[config.mk]
export PLATFORM = sky130hd
export DESIGN_NAME = frame_slot_ring_manager
export DESIGN_NICKNAME = d
export VERILOG_FILES = /design/src/sv/fsrm_pkg.sv /design/src/sv/fsrm_ctrl.sv /design/src/sv/fsrm_dp.sv /design/src/sv/frame_slot_ring_manager.sv
export SDC_FILE = /design/constraint.sdc
export NUM_CORES = 1
export LEC_CHECK = 0
export BUFFER_PORTS_ARGS = -buffer_cell sky130_fd_sc_hd__buf_2
export CAP_MARGIN = 20
export CORE_AREA = 10 10 169 171
export CTS_BUF_LIST = sky130_fd_sc_hd__clkbuf_2
export CTS_CLUSTER_DIAMETER = 100
export DETAILED_ROUTE_END_ITERATION = 7
export DIE_AREA = 0 0 179 181
export PLACE_DENSITY = 0.79
export SLEW_MARGIN = 15
export SYNTH_ARGS = -nofsm -noshare
export SYNTH_HDL_FRONTEND = slang
export SYNTH_SLANG_ARGS = --single-unit
[constraint.sdc]
create_clock -name clock -period 10 [get_ports clock]
set_input_delay 1.5 -clock clock [delete_from_list [all_inputs] [get_ports clock]]
set_output_delay 1.5 -clock clock [all_outputs]
set_load 0.01 [all_outputs]
[src/sv/fsrm_pkg.sv]
`timescale 1ns / 1ps
// Shared types and constants for the frame slot ring manager.
// No dependencies; imported by every module of the block.
package fsrm_pkg;

   localparam int SLOT_COUNT  = 4;
   localparam int SLOT_W      = $clog2(SLOT_COUNT);
   localparam int CNT_W       = $clog2(SLOT_COUNT + 1);
   localparam int BACKLOG_MAX = 7;
   localparam int BACKLOG_FULL = (SLOT_COUNT > BACKLOG_MAX) ? BACKLOG_MAX : SLOT_COUNT;

   typedef enum logic [2:0] {
      ACT_ACQ_FREE  = 3'd0,
      ACT_MARK      = 3'd1,
      ACT_POLL      = 3'd2,
      ACT_ACQ_READY = 3'd3,
      ACT_RELEASE   = 3'd4
   } action_type;

   typedef enum logic [1:0] {
      SLOT_FREE      = 2'd0,
      SLOT_SUBMITTED = 2'd1,
      SLOT_READY     = 2'd2,
      SLOT_IN_USE    = 2'd3
   } slot_state_type;

   typedef enum logic [3:0] {
      CS_IDLE   = 4'b0001,
      CS_PREP   = 4'b0010,
      CS_SCAN   = 4'b0100,
      CS_COMMIT = 4'b1000
   } ctrl_state_type;

   typedef struct packed {
      logic capture;
      logic prep;
      logic scan;
      logic commit;
   } ctrl_cmd_type;

   typedef struct packed {
      logic scan_needed;
      logic scan_last;
   } dp_status_type;

endpackage

[src/sv/fsrm_ctrl.sv]
`timescale 1ns / 1ps
// Sequencer of the frame slot ring manager: request intake, scan, commit, response valid.
// Depends on fsrm_pkg; drives the datapath through ctrl_cmd_type.
module fsrm_ctrl
   import fsrm_pkg::*;
(
   input  logic          clock,
   input  logic          reset,
   input  logic          req_valid,
   output logic          req_stall,
   output logic          rsp_valid,
   input  logic          rsp_stall,
   output ctrl_cmd_type  cmd,
   input  dp_status_type status
);

   ctrl_state_type state_ff, state_in;
   logic           rsp_valid_ff, rsp_valid_in;
   logic           commit_ok;

   assign commit_ok = !rsp_valid_ff || !rsp_stall;
   assign req_stall = (state_ff != CS_IDLE);
   assign rsp_valid = rsp_valid_ff;

   always_comb begin
      state_in = state_ff;
      cmd      = '0;
      unique case (state_ff)
         CS_IDLE: begin
            if (req_valid) begin
               cmd.capture = 1'b1;
               state_in    = CS_PREP;
            end
         end
         CS_PREP: begin
            cmd.prep = 1'b1;
            state_in = status.scan_needed ? CS_SCAN : CS_COMMIT;
         end
         CS_SCAN: begin
            cmd.scan = 1'b1;
            if (status.scan_last) begin
               state_in = CS_COMMIT;
            end
         end
         CS_COMMIT: begin
            // hold until the output register is free or being drained
            if (commit_ok) begin
               cmd.commit = 1'b1;
               state_in   = CS_IDLE;
            end
         end
         default: begin
            state_in = CS_IDLE;
         end
      endcase
   end

   assign rsp_valid_in = cmd.commit | (rsp_valid_ff & rsp_stall);

   always_ff @(posedge clock) begin
      if (reset) begin
         state_ff     <= CS_IDLE;
         rsp_valid_ff <= 1'b0;
      end else begin
         state_ff     <= state_in;
         rsp_valid_ff <= rsp_valid_in;
      end
   end

endmodule

[src/sv/fsrm_dp.sv]
`timescale 1ns / 1ps
// Datapath of the frame slot ring manager: slot table, frame store, counters, result register.
// Depends on fsrm_pkg; steered by fsrm_ctrl.
module fsrm_dp
   import fsrm_pkg::*;
(
   input  logic          clock,
   input  logic          reset,
   input  ctrl_cmd_type  cmd,
   output dp_status_type status,
   input  logic [2:0]    req_action,
   input  logic [1:0]    req_slot_index,
   input  logic [31:0]   req_frame_seq,
   input  logic [3:0]    req_fence_done_mask,
   input  logic          req_retire_busy,
   output logic          rsp_found,
   output logic [1:0]    rsp_granted_slot,
   output logic [2:0]    rsp_backlog,
   output logic [31:0]   rsp_dropped_count,
   output logic [31:0]   rsp_consumed_count
);

   localparam logic [SLOT_W:0]   SlotLimit = (SLOT_W + 1)'(SLOT_COUNT);
   localparam logic [SLOT_W-1:0] LastSlot  = SLOT_W'(SLOT_COUNT - 1);

   // slot table and counters
   slot_state_type    status_ff [SLOT_COUNT];
   slot_state_type    status_in [SLOT_COUNT];
   logic [31:0]       frame_ff  [SLOT_COUNT];
   logic [SLOT_W-1:0] sub_ptr_ff, sub_ptr_in;
   logic [2:0]        backlog_ff, backlog_in;
   logic [31:0]       drop_ff, drop_in;
   logic [31:0]       cons_ff, cons_in;

   // captured request beat
   logic [2:0]        act_ff;
   logic [1:0]        idx_ff;
   logic [31:0]       frame_req_ff;
   logic [3:0]        mask_ff;
   logic              busy_ff;

   // scan state
   logic [SLOT_W-1:0] cnt_ff, cnt_in;
   logic              have_ff, have_in;
   logic [SLOT_W-1:0] best_ff, best_in;
   logic [31:0]       best_frame_ff, best_frame_in;

   // result register
   logic              found_ff, found_in;
   logic [1:0]        grant_ff, grant_in;
   logic [2:0]        out_backlog_ff;
   logic [31:0]       out_drop_ff, out_cons_ff;

   logic [SLOT_COUNT-1:0] fence_vec;
   logic [SLOT_W:0]       wrap_sum;
   logic [SLOT_W-1:0]     free_slot;
   logic [SLOT_W-1:0]     idx_slot;
   logic [SLOT_W-1:0]     rd_addr;
   slot_state_type        rd_status;
   logic [31:0]           rd_frame;
   logic                  idx_ok;
   logic                  frame_we;
   logic [CNT_W-1:0]      waiting;

   function automatic slot_state_type req_busy_state(input logic busy);
      return busy ? SLOT_IN_USE : SLOT_FREE;
   endfunction

   // fence bits beyond the mask read as never signalled
   assign fence_vec = SLOT_COUNT'(mask_ff);
   assign idx_ok    = int'(idx_ff) < SLOT_COUNT;
   assign idx_slot  = SLOT_W'(idx_ff);

   always_comb begin
      wrap_sum = {1'b0, sub_ptr_ff} + {1'b0, cnt_ff};
      if (wrap_sum >= SlotLimit) begin
         wrap_sum = wrap_sum - SlotLimit;
      end
      free_slot = wrap_sum[SLOT_W-1:0];
   end

   always_comb begin
      if (cmd.commit) begin
         rd_addr = idx_slot;
      end else if (act_ff == ACT_ACQ_FREE) begin
         rd_addr = free_slot;
      end else begin
         rd_addr = cnt_ff;
      end
   end

   assign rd_status = status_ff[rd_addr];
   assign rd_frame  = frame_ff[cnt_ff];

   assign status.scan_needed = (act_ff == ACT_ACQ_FREE) || (act_ff == ACT_ACQ_READY);
   assign status.scan_last   = (cnt_ff == LastSlot);

   // scan step: one slot per cycle
   always_comb begin
      cnt_in        = cnt_ff;
      have_in       = have_ff;
      best_in       = best_ff;
      best_frame_in = best_frame_ff;
      if (cmd.capture) begin
         cnt_in  = '0;
         have_in = 1'b0;
      end else if (cmd.scan) begin
         cnt_in = cnt_ff + 1'b1;
         if (act_ff == ACT_ACQ_FREE) begin
            if (!have_ff && rd_status == SLOT_FREE) begin
               have_in = 1'b1;
               best_in = rd_addr;
            end
         end else if (rd_status == SLOT_READY && (!have_ff || rd_frame < best_frame_ff)) begin
            have_in       = 1'b1;
            best_in       = rd_addr;
            best_frame_in = rd_frame;
         end
      end
   end

   // slot table updates: promotion in the prep cycle, the claim or edit at commit
   always_comb begin
      for (int i = 0; i < SLOT_COUNT; i++) begin
         status_in[i] = status_ff[i];
      end
      sub_ptr_in = sub_ptr_ff;
      backlog_in = backlog_ff;
      drop_in    = drop_ff;
      cons_in    = cons_ff;
      found_in   = 1'b0;
      grant_in   = '0;
      frame_we   = 1'b0;
      waiting    = '0;

      if (cmd.prep && act_ff == ACT_ACQ_READY) begin
         for (int i = 0; i < SLOT_COUNT; i++) begin
            if (status_ff[i] == SLOT_SUBMITTED) begin
               if (fence_vec[i]) begin
                  status_in[i] = SLOT_READY;
               end else begin
                  waiting = waiting + 1'b1;
               end
            end
         end
         backlog_in = (int'(waiting) > BACKLOG_MAX) ? 3'(BACKLOG_MAX) : 3'(waiting);
      end

      if (cmd.commit) begin
         unique case (act_ff)
            ACT_ACQ_FREE: begin
               if (have_ff) begin
                  status_in[best_ff] = SLOT_IN_USE;
                  sub_ptr_in = (best_ff == LastSlot) ? '0 : best_ff + 1'b1;
                  found_in   = 1'b1;
                  grant_in   = 2'(best_ff);
               end else begin
                  drop_in    = (drop_ff == '1) ? drop_ff : drop_ff + 1'b1;
                  backlog_in = 3'(BACKLOG_FULL);
               end
            end
            ACT_MARK: begin
               if (idx_ok) begin
                  status_in[idx_slot] = SLOT_SUBMITTED;
                  frame_we = 1'b1;
               end
            end
            ACT_POLL: begin
               if (idx_ok) begin
                  if (rd_status == SLOT_SUBMITTED && fence_vec[idx_slot]) begin
                     status_in[idx_slot] = SLOT_READY;
                     found_in = 1'b1;
                  end else begin
                     found_in = (rd_status == SLOT_READY);
                  end
               end
            end
            ACT_ACQ_READY: begin
               if (have_ff) begin
                  status_in[best_ff] = SLOT_IN_USE;
                  cons_in  = (cons_ff == '1) ? cons_ff : cons_ff + 1'b1;
                  found_in = 1'b1;
                  grant_in = 2'(best_ff);
               end
            end
            ACT_RELEASE: begin
               if (idx_ok) begin
                  status_in[idx_slot] = req_busy_state(busy_ff);
               end
            end
            default: begin
               // unknown action: no change, found stays low
            end
         endcase
      end
   end

   always_ff @(posedge clock) begin
      if (reset) begin
         for (int i = 0; i < SLOT_COUNT; i++) begin
            status_ff[i] <= SLOT_FREE;
         end
         sub_ptr_ff <= '0;
         backlog_ff <= '0;
         drop_ff    <= '0;
         cons_ff    <= '0;
      end else begin
         for (int i = 0; i < SLOT_COUNT; i++) begin
            status_ff[i] <= status_in[i];
         end
         sub_ptr_ff <= sub_ptr_in;
         backlog_ff <= backlog_in;
         drop_ff    <= drop_in;
         cons_ff    <= cons_in;
      end
   end

   always_ff @(posedge clock) begin
      if (cmd.capture) begin
         act_ff       <= req_action;
         idx_ff       <= req_slot_index;
         frame_req_ff <= req_frame_seq;
         mask_ff      <= req_fence_done_mask;
         busy_ff      <= req_retire_busy;
      end
      if (frame_we) begin
         frame_ff[idx_slot] <= frame_req_ff;
      end
      cnt_ff        <= cnt_in;
      have_ff       <= have_in;
      best_ff       <= best_in;
      best_frame_ff <= best_frame_in;
      if (cmd.commit) begin
         found_ff       <= found_in;
         grant_ff       <= grant_in;
         out_backlog_ff <= backlog_in;
         out_drop_ff    <= drop_in;
         out_cons_ff    <= cons_in;
      end
   end

   assign rsp_found          = found_ff;
   assign rsp_granted_slot   = grant_ff;
   assign rsp_backlog        = out_backlog_ff;
   assign rsp_dropped_count  = out_drop_ff;
   assign rsp_consumed_count = out_cons_ff;

endmodule

[src/sv/frame_slot_ring_manager.sv]
`timescale 1ns / 1ps
// Channel  Direction  Handshake            Payload
// req      in         req_valid/req_stall  action, slot_index, frame_seq,
//                                          fence_done_mask, retire_busy
// rsp      out        rsp_valid/rsp_stall  found, granted_slot, backlog,
//                                          dropped_count, consumed_count
//
// Top level of the frame slot ring manager; depends on fsrm_pkg, fsrm_ctrl, fsrm_dp.
// One request at a time. Both acquires scan the slot table one slot per cycle between
// the prep and commit states; mark, poll, release and unknown actions go from prep
// straight to commit.
// Synchronous active-high reset frees all slots and clears pointer, backlog and counters.
// A stalled response is held in the output register; a new request is still taken,
// and its commit waits only until that register drains.
module frame_slot_ring_manager
   import fsrm_pkg::*;
(
   input  logic        clock,
   input  logic        reset,
   input  logic        req_valid,
   output logic        req_stall,
   input  logic [2:0]  req_action,
   input  logic [1:0]  req_slot_index,
   input  logic [31:0] req_frame_seq,
   input  logic [3:0]  req_fence_done_mask,
   input  logic        req_retire_busy,
   output logic        rsp_valid,
   input  logic        rsp_stall,
   output logic        rsp_found,
   output logic [1:0]  rsp_granted_slot,
   output logic [2:0]  rsp_backlog,
   output logic [31:0] rsp_dropped_count,
   output logic [31:0] rsp_consumed_count
);

   ctrl_cmd_type  cmd;
   dp_status_type status;

   fsrm_ctrl u_ctrl (
      .clock     (clock),
      .reset     (reset),
      .req_valid (req_valid),
      .req_stall (req_stall),
      .rsp_valid (rsp_valid),
      .rsp_stall (rsp_stall),
      .cmd       (cmd),
      .status    (status)
   );

   fsrm_dp u_dp (
      .clock               (clock),
      .reset               (reset),
      .cmd                 (cmd),
      .status              (status),
      .req_action          (req_action),
      .req_slot_index      (req_slot_index),
      .req_frame_seq       (req_frame_seq),
      .req_fence_done_mask (req_fence_done_mask),
      .req_retire_busy     (req_retire_busy),
      .rsp_found           (rsp_found),
      .rsp_granted_slot    (rsp_granted_slot),
      .rsp_backlog         (rsp_backlog),
      .rsp_dropped_count   (rsp_dropped_count),
      .rsp_consumed_count  (rsp_consumed_count)
   );

   // a failed or non-acquire beat never names a slot
   a_grant_zero: assert property (@(posedge clock) disable iff (reset)
      rsp_valid && !rsp_found |-> rsp_granted_slot == 2'd0)
      else $error("granted_slot set without a grant");

   // req_stall is raised in the cycle after a request is accepted
   a_busy_after_accept: assert property (@(posedge clock) disable iff (reset)
      req_valid && !req_stall |=> req_stall)
      else $error("request taken on consecutive cycles");

   a_drop_monotonic: assert property (@(posedge clock) disable iff (reset)
      rsp_valid && $past(rsp_valid) |-> rsp_dropped_count >= $past(rsp_dropped_count))
      else $error("drop counter went backwards");

   a_consume_monotonic: assert property (@(posedge clock) disable iff (reset)
      rsp_valid && $past(rsp_valid) |-> rsp_consumed_count >= $past(rsp_consumed_count))
      else $error("consume counter went backwards");

endmodule

### Word-level counts from Yosys, hierarchy flattened

Memories as Yosys holds them, arrays and structs flattened. A register that Yosys moved wholly into a read port is not among the register bits.
Cells that the tools add are included.

* memories: 2
* bits in read-only memories: 0
* register bits: 223
* latch bits: 0
* output and inout bits: 72
* input port bits: 46
* word-level logic and storage cells: 181
* RAM bits: 136

* multipliers: 0
* add/sub/neg operators: 9
* shift operators: 0
* div/mod/pow operators: 0
* bitwise gates (word level): 17
* equality and inequality tests: 23
* muxes and demuxes: 81
* reductions and logical operators: 22
* $lt $le $gt $ge: 7

Memories
* u_dp.frame_ff: words 4, width 32, read ports 1, clocked after Yosys merged registers in 1, write ports 1, RTL line fsrm_dp.sv:29 `logic [31:0] frame_ff [SLOT_COUNT];`
* u_dp.status_ff: words 4, width 2, read ports 5, clocked after Yosys merged registers in 0, write ports 4, RTL line fsrm_dp.sv:27 `slot_state_type status_ff [SLOT_COUNT];`

Operators with widths (number)
* 32-bit 2-to-1 mux: 8
* 32-bit by 1-bit adder with 32-bit output, second input constant: 2
* 32-bit equality test, second input constant: 2
* 2-bit 2-to-1 mux: 24
* 3-bit 2-to-1 mux: 14
* 32-bit less-than comparator: 1
* 8-bit 2-to-1 mux: 4
* 8-bit one-hot mux with 4 select lines: 1
* 1-bit 2-to-1 mux: 20
* 4-bit 2-to-1 mux: 4
* 4-bit one-hot mux with 4 select lines: 1
* 2-bit by 1-bit equality test with 1-bit output, second input constant: 5
* 3-bit by 1-bit adder with 3-bit output, second input constant: 3
* 3-bit >= comparator, second input constant: 3
* 3-bit AND reduction: 3
* 4-bit bitwise AND: 2
* 8-bit bitwise mux: 1
* 2-bit demux with 2-bit select: 2
* 4-bit inverter: 2
* 4-bit OR: 2
* 8-bit OR: 1
* 4-bit AND reduction: 2
* 2-bit equality test, second input constant: 3
* 3-bit by 2-bit equality test with 1-bit output, second input constant: 2
* 28 further kinds: 47

### Depth between registers and ports, before layout

Gate-level depths: netlist (run 1).

* word-level depth: 19
* mapped depth: 12
* mapped depth without buffers: 12

### Cells and area by module

Synthesis (run 1) repeated with hierarchy kept, for this count alone.

* cells, all modules: 1057
* area total of the unflattened synthesis: 14973.1 sq um

Modules (own cells, without submodules)
* fsrm_dp: cells an instance 1021, area each 14694.1 sq um, sequential area each 9869.5 sq um, instances 1
* fsrm_ctrl: cells an instance 36, area each 279.0 sq um, sequential area each 100.1 sq um, instances 1

### Worst setup path after synthesis (run 1)

OpenSTA, ideal clock, no wires.

* path kind: input-to-reg
* from: input rsp_stall
* to: register u_dp.best_frame_ff[0] (enable)
* slack: 4.107 ns
* buffers on the path: 0
* setup time: 0.425 ns
* stages: 7
* required time: 9.575 ns
* arrival time: 5.468 ns
* cells stage by stage: nand2_1 nand2_1 inv_1 o21ba_2 a211oi_1 nor4_1 nor2b_1

RTL lines
* start: declaration: RTL line frame_slot_ring_manager.sv:28 `input logic rsp_stall,`
* end signal: assignment: RTL line fsrm_dp.sv:232 `best_frame_ff <= best_frame_in;`
* end: declaration: RTL line fsrm_dp.sv:46 `logic [31:0] best_frame_ff, best_frame_in;`

==> out/results.ini, run 1 <==
[synth]
yosys.area.top_type = edfxtp_1
yosys-top-cells-area = edfxtp_1, dfxtp_1, mux4_2, ha_1, nor2b_1
synth_flop_cell = edfxtp_1
ys_ff_latch = 361
synth-seq-area-share_pct = 67.0
synthArstFlopShare_pct = 0
yosysUniqueCellTypes = 70
yosys-top-cells-count = edfxtp_1, dfxtp_1, nor2b_1, nor2_1, nand2_1
yosysTopAreaCellShare_pct = 55.3
synth_edf_count = 274
ys_warn_count = 0
syn_area_um2 = 14900
post-synth-top-count-cell = edfxtp_1
synth_fp_nets = 1132
syn_inst = 1044
syn_area_per_cell_um2 = 14.3

[sta]
slew_headroom_pct = 30.2
post-route-period-util_pct = 40.6
finalSetupViolations = 0
hold_viol_final = 0
maxSlewViolCount = 0
rsz0062_at_grt = false
tightest_slew_ps = 1050
finalSetupTns_ps = 0
fin_ws_ps = 5940
skew_ps = 83.5
min_period_ps = 4060
max_freq_ghz = 0.246

[setup_path]
startpoint_type = flip-flop
ff2ff_path_depth = 10
required_ps = 10490
crit_path_end_kind = flip-flop
ff2ff_setup_slack_ps = 5940
worstSetupPathType = flip-flop to flip-flop
arrival_ps = 4550
critPathMaxFanout = 32
reg2reg_to = u_dp.best_frame_ff[4]

[routing]
ant_nets = 0
drc_errors = 0
num_vias = 9212
wl_um = 30100
wire_per_inst_um = 18.5
drt_iter0_markers = 861
vias_per_cell = 5.65
dr.pass1.iters = 5

[clocking]
cts_max_path_buffers = 3
cts-resized-gates = 0
clk_pin_slew_ps = 130
ctsHoldBuffers = 0
ctsRootBufferMaster = clkbuf_2
clk_latency_ps = 880
cts_sinks = 361
cts_buffers = 88
htree_levels = 3
post_cts_buffers = 0
cts_tree = done

[floorplanning]
dieArea_um2 = 32400
die_y_um = 181
die_w_um = 179
ioPinCount = 118
rows = 58
start_util_pct = 59.5
core_um2 = 25000

[outcome]
outcome = completed

[place]
dp_slack_ps = 5740
gp_congestion = 0.906
hpwl_um = 19700
port-buffer-count = 117

[cells_and_area]
fillers = 1849
fin_nets = 1320
drive_gt1_share_pct = 25.0
area_delta_synth_final_pct = 12.3

[global_route]
grt_max_degree = 87
globalRouteTotalUtil_pct = 18.8
antenna_found_initial = 1
grt_pass1_wl_um = 49100
grt_pass1_vias = 9478
gr-total-overflow = 0

[power_and_ir_drop]
ir_worst_vdd_uv = 150
p_sw_w = 0.000657
p_seq_share_pct = 60.6
swShare_pct = 23.7
p_leak_nw = 6.31
clkPwrFrac_pct = 36.4
p_int_w = 0.00211
combPwrFrac_pct = 3.0
power_density_nw_per_um2 = 166

[hold_path]
min_path_cells = 0
min_to = u_dp.frame_ff[1][9]
holdCritPathClass = flip-flop to flip-flop
min_from = u_dp.frame_req_ff[9]

[run]
cap_violations = 0

[registers in the layout (all words and copies together) (netlist names), 3 cells and up, named ones only]
signal,cells
u_ctrl.state_ff,4
u_dp.status_ff,8
u_dp.rsp_consumed_count,32
u_dp.drop_ff,32
u_dp.fence_vec,4
u_dp.best_frame_ff,32
u_dp.rsp_dropped_count,32
u_dp.frame_req_ff,32
u_dp.frame_ff,128
u_dp.backlog_ff,3
u_dp.rsp_backlog,3
u_dp.act_ff,3
u_dp.cons_ff,32
[how the worst max path moves through the flow]
stage	slack, ps	start	endpoint
CTS	5920	flip-flop	u_dp.best_frame_ff[9]
finish	5940	flip-flop	u_dp.best_frame_ff[4]
floorplan	4110	rsp_stall	u_dp.best_frame_ff[0]
detailed placement	5740	rsp_stall	u_dp.best_frame_ff[28]
global placement	5870	rsp_stall	u_dp.best_frame_ff[16]
global route	5730	flip-flop	u_dp.best_frame_ff[12]
[per-stage QoR]
step	instances	hold slack, ps	utilization (%)	cell area [um^2]	power [W]
2_1_floorplan	1044	459	-	14900	0.00175
3_3_place_gp	1472	471	63.3	15900	0.00179
3_5_place_dp	1472	483	63.3	15900	0.00179
4_1_cts	1629	492	66.8	16700	0.00280
5_1_grt	1630	517	66.8	16700	0.00290
6_report	1630	481	66.8	16700	0.00277
[final cells by class]
class / instances / area (um^2) / area share (%)
clock inverter: 32 / 234 / 1.40
tap: 330 / 413 / 2.47
multi-input combinational: 602 / 4620 / 27.6
timing repair buffer: 126 / 653 / 3.91
antenna: 1 / 2.50 / 0.0150
clock buffer: 125 / 626 / 3.74
sequential: 361 / 9970 / 59.6
inverter: 53 / 199 / 1.19
[power groups by stage]
stage          clock, W  combinational, W  sequential (W)
6_report        0.00101         0.0000836         0.00168
5_1_grt         0.00113         0.0000925         0.00168
4_1_cts         0.00104         0.0000839         0.00168
3_5_place_dp          0         0.0000835         0.00171
3_3_place_gp          0         0.0000821         0.00171
2_1_floorplan         0         0.0000565         0.00169
[cells in the final DEF, fill, tap and decap left out, types with 31 or more instances in the layout]
master      n
edfxtp_1  274
nor2_1     53
dfxtp_1    86
inv_1      50
mux4_2     33
a21oi_1    31
nand2_1    56
xnor2_1    45
buf_2     117
ha_1       42
clkbuf_2  125
nor2b_1    71
[metal layers]
| layer | track usage, % | vias to the layer above | share of wire, % |
|---|---|---|---|
| met4 | 6.75 | 0 | 1.7 |
| met5 | 0 | - | 0 |
| met1 | 25.1 | 4446 | 44 |
| met3 | 4.80 | 50 | 7.1 |
| li1 | - | 4371 | - |
| met2 | 29.3 | 345 | 47 |
[critical path: stages, from the launching register on]
cell and delay, ps:
dfxtp_2 330, buf_4 510, mux4_2 600, ha_1 360, a22o_1 250, nor4_1 210
o21ai_0 190, a211o_1 330, nor4_1 280, nor2b_2 200, buf_4 390
[logic make-up after synthesis]
kind of cell    after synthesis  synth area share (%)
buf+inv                      81                  2.05
mux                          44                  5.83
flops                       361                  67.0
compound gates              118                  5.40
fa+ha+maj                    42                  3.53
simple gates                332                  12.3
xor+xnor                     66                  3.88
Note: power is estimated with default switching activity, not from simulation.
==> inputs of run 2 (changes only) <==
ABC_AREA = 1   (was unset)
CORE_AREA = 10 10 179 181   (was 10 10 169 171)
DIE_AREA = 0 0 189 191   (was 0 0 179 181)
PLACE_DENSITY = 0.77   (was 0.79)
clock period = 3.3 ns   (was 10 ns; I/O delays follow)
==> run 2 against run 1 <==
Register-to-register slack got worse by 5700 ps. Final cell count increased by 35%. Setup slack got worse by 5700 ps. Clock skew increased by 73 ps. Clock-buffer cell count increased by 16. Power increased to 2.9 times the previous value. Hold slack got worse by 260 ps. Synthesized cell count increased by 44%. Clock power increased to 2.9 times the previous value. Via count increased by 25%. Combinational power increased to 2.8 times the previous value. Final area increased by 8.4%. Critical endpoint is now u_dp.best_frame_ff[30]. Highest routed layer unchanged.
==> out/results.ini, run 2 <==
[outcome]
outcome = completed

[cells_and_area]
drive_gt1_share_pct = 18.7  ; -6.3 points
top_register = u_dp.frame_ff
fin_nets = 1835  ; +39%
multi_input_area_um2 = 4890  ; +5.9%
layout_common_cells = edfxtp_1, nand2_1, inv_1
stdcell_count = 2199  ; +35%
area_delta_synth_final_pct = 15.6
largest_reg_flops = 128  ; unchanged
seqCellArea_um2 = 9970  ; unchanged
fillers = 2242  ; +21%
layout_commonest_cell = edfxtp_1
fin_util_pct = 63.7  ; -3.1 points

[global_route]
grt_pass1_vias = 11811  ; +25%
antenna_found_initial = 1  ; unchanged
gr-total-overflow = 0  ; unchanged
grt_pass1_wl_um = 58100  ; +18%
globalRouteTotalUtil_pct = 19.8  ; +0.99 points
grt_max_degree = 77  ; -11%

[synth]
post-synth-top-count-cell = edfxtp_1
synthAdderAreaFrac_pct = 3.35  ; -0.18 points
synth_edf_count = 274  ; unchanged
synth_top_family_by_area = simple AND/OR/NAND/NOR gates
syn_inst = 1505  ; +44%
synth_flop_cell = edfxtp_1
synth-compound-area-share_pct = 7.83  ; +2.4 points
synthXorXnorAreaFrac_pct = 2.50  ; -1.4 points
yosysUniqueCellTypes = 49  ; -30%
synthMuxAreaShare_pct = 0  ; -5.8 points
yosysTopAreaCellShare_pct = 52.5  ; -2.8 points
syn_area_per_cell_um2 = 10.4  ; -27%
yosys.area.top_type = edfxtp_1
synthSimpleGateAreaFrac_pct = 17.2  ; +4.9 points
synth_fp_nets = 1593  ; +41%
syn_area_um2 = 15700  ; +5.4%
synthArstFlopShare_pct = 0  ; unchanged
ys_ff_latch = 361  ; unchanged
synth-seq-area-share_pct = 63.6  ; -3.4 points
yosys-top-cells-count = edfxtp_1, nand2_1, inv_1, nor2_1, o21ai_0
yosys-top-cells-area = edfxtp_1, dfxtp_1, nand2_1, inv_1, nor2_1
ys_warn_count = 0  ; unchanged

[sta]
maxSlewViolCount = 0  ; unchanged
post-route-period-util_pct = 92.3  ; +52 points
tightest_slew_ps = 971  ; -74.3 ps
holdWs_ps = 225  ; -256 ps
hold_viol_final = 0  ; unchanged
rsz0062_at_grt = false
skew_ps = 156  ; +73.0 ps
slew_headroom_pct = 35.3  ; +5.1 points
max_freq_ghz = 0.328  ; +33%
finalSetupViolations = 0  ; unchanged
min_period_ps = 3050  ; -1020 ps

[floorplanning]
rows = 62  ; +6.9%
start_util_pct = 55.1  ; -4.4 points
die_y_um = 191  ; +5.5%
ioPinCount = 118  ; unchanged
die_w_um = 189  ; +5.6%
dieArea_um2 = 36100  ; +11%
core_um2 = 28500  ; +14%

[clocking]
cts_sinks = 361  ; unchanged
cts_max_path_buffers = 3  ; unchanged
cts_buffers = 89  ; +1.1%
clk_latency_ps = 980  ; +100 ps
cts_tree = done
ctsRootBufferMaster = clkbuf_2
htree_levels = 3  ; unchanged
post_cts_buffers = 0  ; unchanged
clk_pin_slew_ps = 120  ; about the same

[power_and_ir_drop]
p_sw_w = 0.00197  ; +200%
ir_worst_vdd_uv = 279  ; +86%
clkPwrFrac_pct = 36.0  ; -0.4 points
swShare_pct = 24.3  ; +0.52 points
power_density_nw_per_um2 = 449  ; +170%
p_int_w = 0.00616  ; +190%
combPwrFrac_pct = 2.9  ; about the same
p_seq_share_pct = 61.2  ; +0.6 points
p_leak_nw = 7.81  ; +24%

[run]
cap_violations = 0  ; unchanged

[hold_path]
min_path_cells = 2  ; +2
min_to = u_dp.frame_req_ff[23]
min_from = req_frame_seq[23]
holdCritPathClass = primary input to flip-flop

[place]
port-buffer-count = 117  ; unchanged
gp_congestion = 0.885  ; -2.3%
dp_cells = 1995  ; +36%
hpwl_um = 24200  ; +23%

[routing]
drt_iter0_markers = 789  ; -8.4%
wire_per_inst_um = 16.4  ; -11%
drc_errors = 0  ; unchanged
vias_per_cell = 5.24  ; -7.3%
dr.pass1.iters = 5  ; unchanged
wl_um = 36100  ; +20%
ant_nets = 0  ; unchanged
num_vias = 11517  ; +25%

[setup_path]
worstSetupPathType = flip-flop to flip-flop
crit_path_end_kind = flip-flop
critPathMaxFanout = 32  ; unchanged
required_ps = 3840  ; -6650 ps
worst-path-buf-inv = 4  ; +2
arrival_ps = 3590  ; -960 ps
cp_slowest_stage_delay_ps = 360  ; -240 ps
ff2ff_path_depth = 17  ; +7
ff2ff_setup_slack_ps = 250  ; -5680 ps
startpoint_type = flip-flop
path_cells = inv_1 > buf_4 > o21ai_0 > o22ai_1 > ha_1 > a21oi_1 > nor2_1 > a211oi_1 > nand2_1 > nand2_1 > nand2_1 > nand2_1 > nand2_1 > nand2_1 > nand2_1 > clkinvlp_4 > buf_12
worst_path_most_repeated_cell = nand2_1
cp_slowest_cell = dfxtp_1
reg2reg_to = u_dp.best_frame_ff[30]
cpLargestDelayFamily = buffers and inverters

run 2: kinds of logic (layout without fill, tap and decap cells):
| logic type | Yosys count | after routing |
|---|---|---|
| other | 0 | 1 |
| adder cells (fa/ha/maj) | 42 | 42 |
| flip-flops | 361 | 361 |
| buffers and inverters | 229 | 538 |
| AND/OR/NAND/NOR | 609 | 609 |
| AO/OA/AOI/OAI | 221 | 221 |
| XOR/XNOR | 43 | 43 |
run 2: power by group through the flow:
stage	logic, W	clock network [W]	registers (W)
floorplan	0.000106	0	0.00506
detailed placement	0.000192	0	0.00508
global route	0.000256	0.00326	0.00499
global placement	0.000187	0	0.00508
finish	0.000232	0.00293	0.00498
CTS	0.000233	0.00302	0.00498
run 2: cell type report:
cell class	instances	share of cell area (%)
Multi-Input combinational cell	915	27.0
Clock buffer	141	3.89
Antenna cell	1	0.0138
Inverter	198	4.15
Clock inverter	17	0.552
Timing Repair Buffer	182	6.72
Sequential cell	361	55.0
Tap cell	384	2.65
run 2: worst max path at each step:
stage	from	endpoint	depth (start not counted)
2_1_floorplan	rsp_stall	u_dp.best_frame_ff[0]	13
3_3_place_gp	flip-flop	u_dp.best_frame_ff[3]	16
3_5_place_dp	u_dp.fence_vec[0]	u_dp.rsp_backlog[1]	12
4_1_cts	flip-flop	u_dp.best_frame_ff[30]	17
5_1_grt	flip-flop	u_dp.best_frame_ff[30]	17
6_report	flip-flop	u_dp.best_frame_ff[30]	17
run 2: through the flow:
step	worst slack (ps)	instance area (um^2)	TNS, ps	total power (W)
2_1_floorplan	-157	15700	-21780	0.00517
3_3_place_gp	534	16900	0	0.00526
3_5_place_dp	420	16900	0	0.00527
4_1_cts	276	18100	0	0.00823
5_1_grt	39.5	18100	0	0.00851
6_report	254	18100	0	0.00814
run 2: routing by layer:
metal	track usage, %	share of wire, %	vias up
met4	7.78	2.7	0
met2	33.7	49	360
met5	0	0	-
met3	5.27	6.6	69
met1	23.7	42	5439
li1	-	-	5649
run 2: timing repair:
| action | 4_1_cts | 5_1_grt |
|---|---|---|
| hold endpoints to repair | 45 | 0 |
| endpoints found under the setup margin | 0 | 0 |
| hold buffers | 44 | 0 |
| gates resized for setup | 0 | 0 |
==> inputs of run 3 (changes only) <==
CORE_AREA = 10 10 182 184   (was 10 10 179 181)
CTS_CLUSTER_DIAMETER = 50   (was 100)
DIE_AREA = 0 0 192 194   (was 0 0 189 191)
PLACE_DENSITY = 0.78   (was 0.77)
SYNTH_HIERARCHICAL = 1   (was unset)
==> run 3 against run 2 <==
Clock skew decreased by 82 ps. Sequential cell count did not move. Wire length is 11% higher. Die area rose by 3.2%. Critical path depth shrank 5. Synthesized cell count up 11%. Synthesized area rose by 5.2%. Maximum frequency up 4.3%. Clock power is 5% higher. Via count grew 9.7%. Highest routed layer unchanged.
==> out/results.ini, run 3 <==
[outcome]
outcome = completed

[synth]
synth_fp_nets = 1757  ; +10%
synth-seq-area-share_pct = 60.5  ; -3.1 points
yosysTopAreaCellShare_pct = 49.9  ; -2.6 points
yosys-top-cells-count = nand2_1, edfxtp_1, inv_1, nor2_1, o21ai_0
ys_warn_count = 6  ; +6
yosys.area.top_type = edfxtp_1
syn_area_per_cell_um2 = 9.88  ; -5.2%
yosysUniqueCellTypes = 55  ; +12%
synth_flop_cell = edfxtp_1
yosys-top-cells-area = edfxtp_1, dfxtp_1, nand2_1, inv_1, nor2_1
syn_inst = 1669  ; +11%
post-synth-top-count-cell = nand2_1
synthArstFlopShare_pct = 0  ; unchanged
ys_ff_latch = 361  ; unchanged
syn_area_um2 = 16500  ; +5.2%
synth_edf_count = 274  ; unchanged

[clocking]
cts_tree = done
cts_buffers = 87  ; -2.2%
cts_max_path_buffers = 3  ; unchanged
cts_sinks = 361  ; unchanged
htree_levels = 3  ; unchanged
clk_latency_ps = 900  ; -80 ps
ctsRootBufferMaster = clkbuf_2
cts-resized-gates = 0  ; unchanged
clk_pin_slew_ps = 110  ; about the same

[sta]
finalSetupTns_ps = 0  ; unchanged
max_freq_ghz = 0.343  ; +4.3%
finalSetupViolations = 0  ; unchanged
rsz0062_at_grt = false
tightest_slew_ps = 825  ; -146 ps
post-route-period-util_pct = 88.5  ; -3.8 points
maxSlewViolCount = 0  ; unchanged
slew_headroom_pct = 45.0  ; +9.7 points
min_period_ps = 2920  ; -126 ps
skew_ps = 74.3  ; -82.1 ps
holdWs_ps = 277  ; +51.9 ps
fin_ws_ps = 381  ; +126 ps
hold_viol_final = 0  ; unchanged

[place]
port-buffer-count = 117  ; unchanged
postPlaceCellArea_um2 = 17800  ; +5.2%
dp_slack_ps = 414  ; -5.48 ps
gp_congestion = 0.942  ; +6.4%
hpwl_um = 27200  ; +12%

[floorplanning]
dieArea_um2 = 37200  ; +3.2%
die_w_um = 192  ; +1.6%
rows = 63  ; +1.6%
ioPinCount = 118  ; unchanged
die_y_um = 194  ; +1.6%
start_util_pct = 56.1  ; +1.0 points
core_um2 = 29400  ; +3.3%

[routing]
vias_per_cell = 5.35  ; +2.1%
drt_iter0_markers = 879  ; +11%
drc_errors = 0  ; unchanged
wire_per_inst_um = 17.0  ; +3.6%
num_vias = 12639  ; +9.7%
ant_nets = 0  ; unchanged
dr.pass1.iters = 6  ; +1
wl_um = 40200  ; +11%

[cells_and_area]
multi_input_area_um2 = 5600  ; +14%
drive_gt1_share_pct = 20.0  ; +1.3 points
layout_common_cells = nand2_1, edfxtp_1, inv_1
fin_nets = 1988  ; +8.3%
area_delta_synth_final_pct = 15.6  ; about the same
largest_reg_flops = 128  ; unchanged
stdcell_area_um2 = 19100  ; +5.2%
seqCellArea_um2 = 9970  ; about the same
top_register = u_dp/frame_ff
fillers = 2364  ; +5.4%
layout_commonest_cell = nand2_1

[global_route]
gr-total-overflow = 0  ; unchanged
antenna_found_initial = 1  ; unchanged
grt_pass1_vias = 12653  ; +7.1%
grt_pass1_wl_um = 64900  ; +12%
globalRouteTotalUtil_pct = 21.6  ; +1.7 points
grt_max_degree = 70  ; -9.1%

[setup_path]
required_ps = 3950  ; +110 ps
arrival_ps = 3570  ; -20 ps
startpoint_type = flip-flop
worstSetupPathType = flip-flop to flip-flop
crit_path_end_kind = flip-flop
critPathMaxFanout = 4  ; -88%

[power_and_ir_drop]
ir_worst_vdd_uv = 284  ; +1.7%
p_leak_nw = 7.94  ; +1.6%
power_density_nw_per_um2 = 451  ; +0.38%

[hold_path]
holdCritPathClass = primary input to flip-flop

[run]
cap_violations = 0  ; unchanged

==> run 3: cell types whose count changed after synthesis, moves of 8 or more <==
cell and delta:
a21oi_1 +21, nand3_1 +12, nand2_1 +35, nor2_1 +19
o22ai_1 -8, inv_2 +11, nand2_2 +8, o21ai_1 +17
xor2_1 -11, o21ai_0 +20
==> run 3: final cells by class <==
cell class / count / share of cell area (%)
Sequential cell: 361 / 52.3
Multi-Input combinational cell: 1050 / 29.4
Timing Repair Buffer: 186 / 6.89
Inverter: 214 / 4.31
Clock buffer: 140 / 3.68
Tap cell: 390 / 2.56
Clock inverter: 21 / 0.893
Antenna cell: 1 / 0.0131
==> run 3: worst paths after layout <==
| kind | depth (start not counted) | slack (ps) | start | endpoint |
|---|---|---|---|---|
| max reg2reg | 12 | 380 | u_dp/fence_vec[0] | u_dp/rsp_backlog[1] |
| max | 12 | 380 | u_dp/fence_vec[0] | u_dp/rsp_backlog[1] |
| min | 4 | 280 | reset | u_dp/status_ff[3][0] |
| min reg2reg | 0 | 450 | u_dp/frame_req_ff[20] | u_dp/frame_ff[1][20] |
==> run 3: cells by family (layout without fill, tap and decap cells) <==
family	after synthesis	in the layout	synth area share, %
AO/OA/AOI/OAI	271	271	8.82
XOR/XNOR	35	35	1.97
adder cells (fa/ha/maj)	42	42	3.19
buffers and inverters	258	561	6.05
flip-flops	361	361	60.5
multiplexers	1	1	0.0683
other	0	1	0
AND/OR/NAND/NOR	701	701	19.5
==> run 3: what timing repair did <==
action,4_1_cts,5_1_grt
hold buffers,44,0
buffers inserted,0,0
endpoints found under the hold margin,45,0
==> run 3: layer usage <==
| metal | track usage (%) | vias to the layer above | share of wire, % |
|---|---|---|---|
| met3 | 4.32 | 52 | 6.3 |
| met1 | 28.1 | 5996 | 43 |
| met4 | 7.50 | 0 | 2.1 |
| met5 | 0 | - | 0 |
| li1 | - | 6152 | - |
| met2 | 35.1 | 439 | 48 |
==> run 3: critical path, stage by stage (launching register included) <==
cell and delay, ps:
edfxtp_1 450, nor3_1 270, ha_1 270, mux2_2 280, ha_1 260, or2_2 280, o21ai_0 110, inv_1 80
ha_1 290, a21oi_1 120, o21ai_0 90, o21ai_0 110, nor2_1 60
==> run 3: metrics by stage <==
step	utilization [%]	instances	total power [W]
floorplan	-	1669	0.00539
global placement	60.4	2157	0.00556
detailed placement	60.4	2157	0.00557
CTS	64.8	2362	0.00869
global route	64.8	2363	0.00898
finish	64.8	2363	0.00859
==> run 3: power by group <==
| part | total (W) | switching [W] | internal, W |
|---|---|---|---|
| registers | 0.00507 | 0.0000749 | 0.00499 |
| logic | 0.000446 | 0.000305 | 0.000142 |
| clock network | 0.00308 | 0.00173 | 0.00135 |
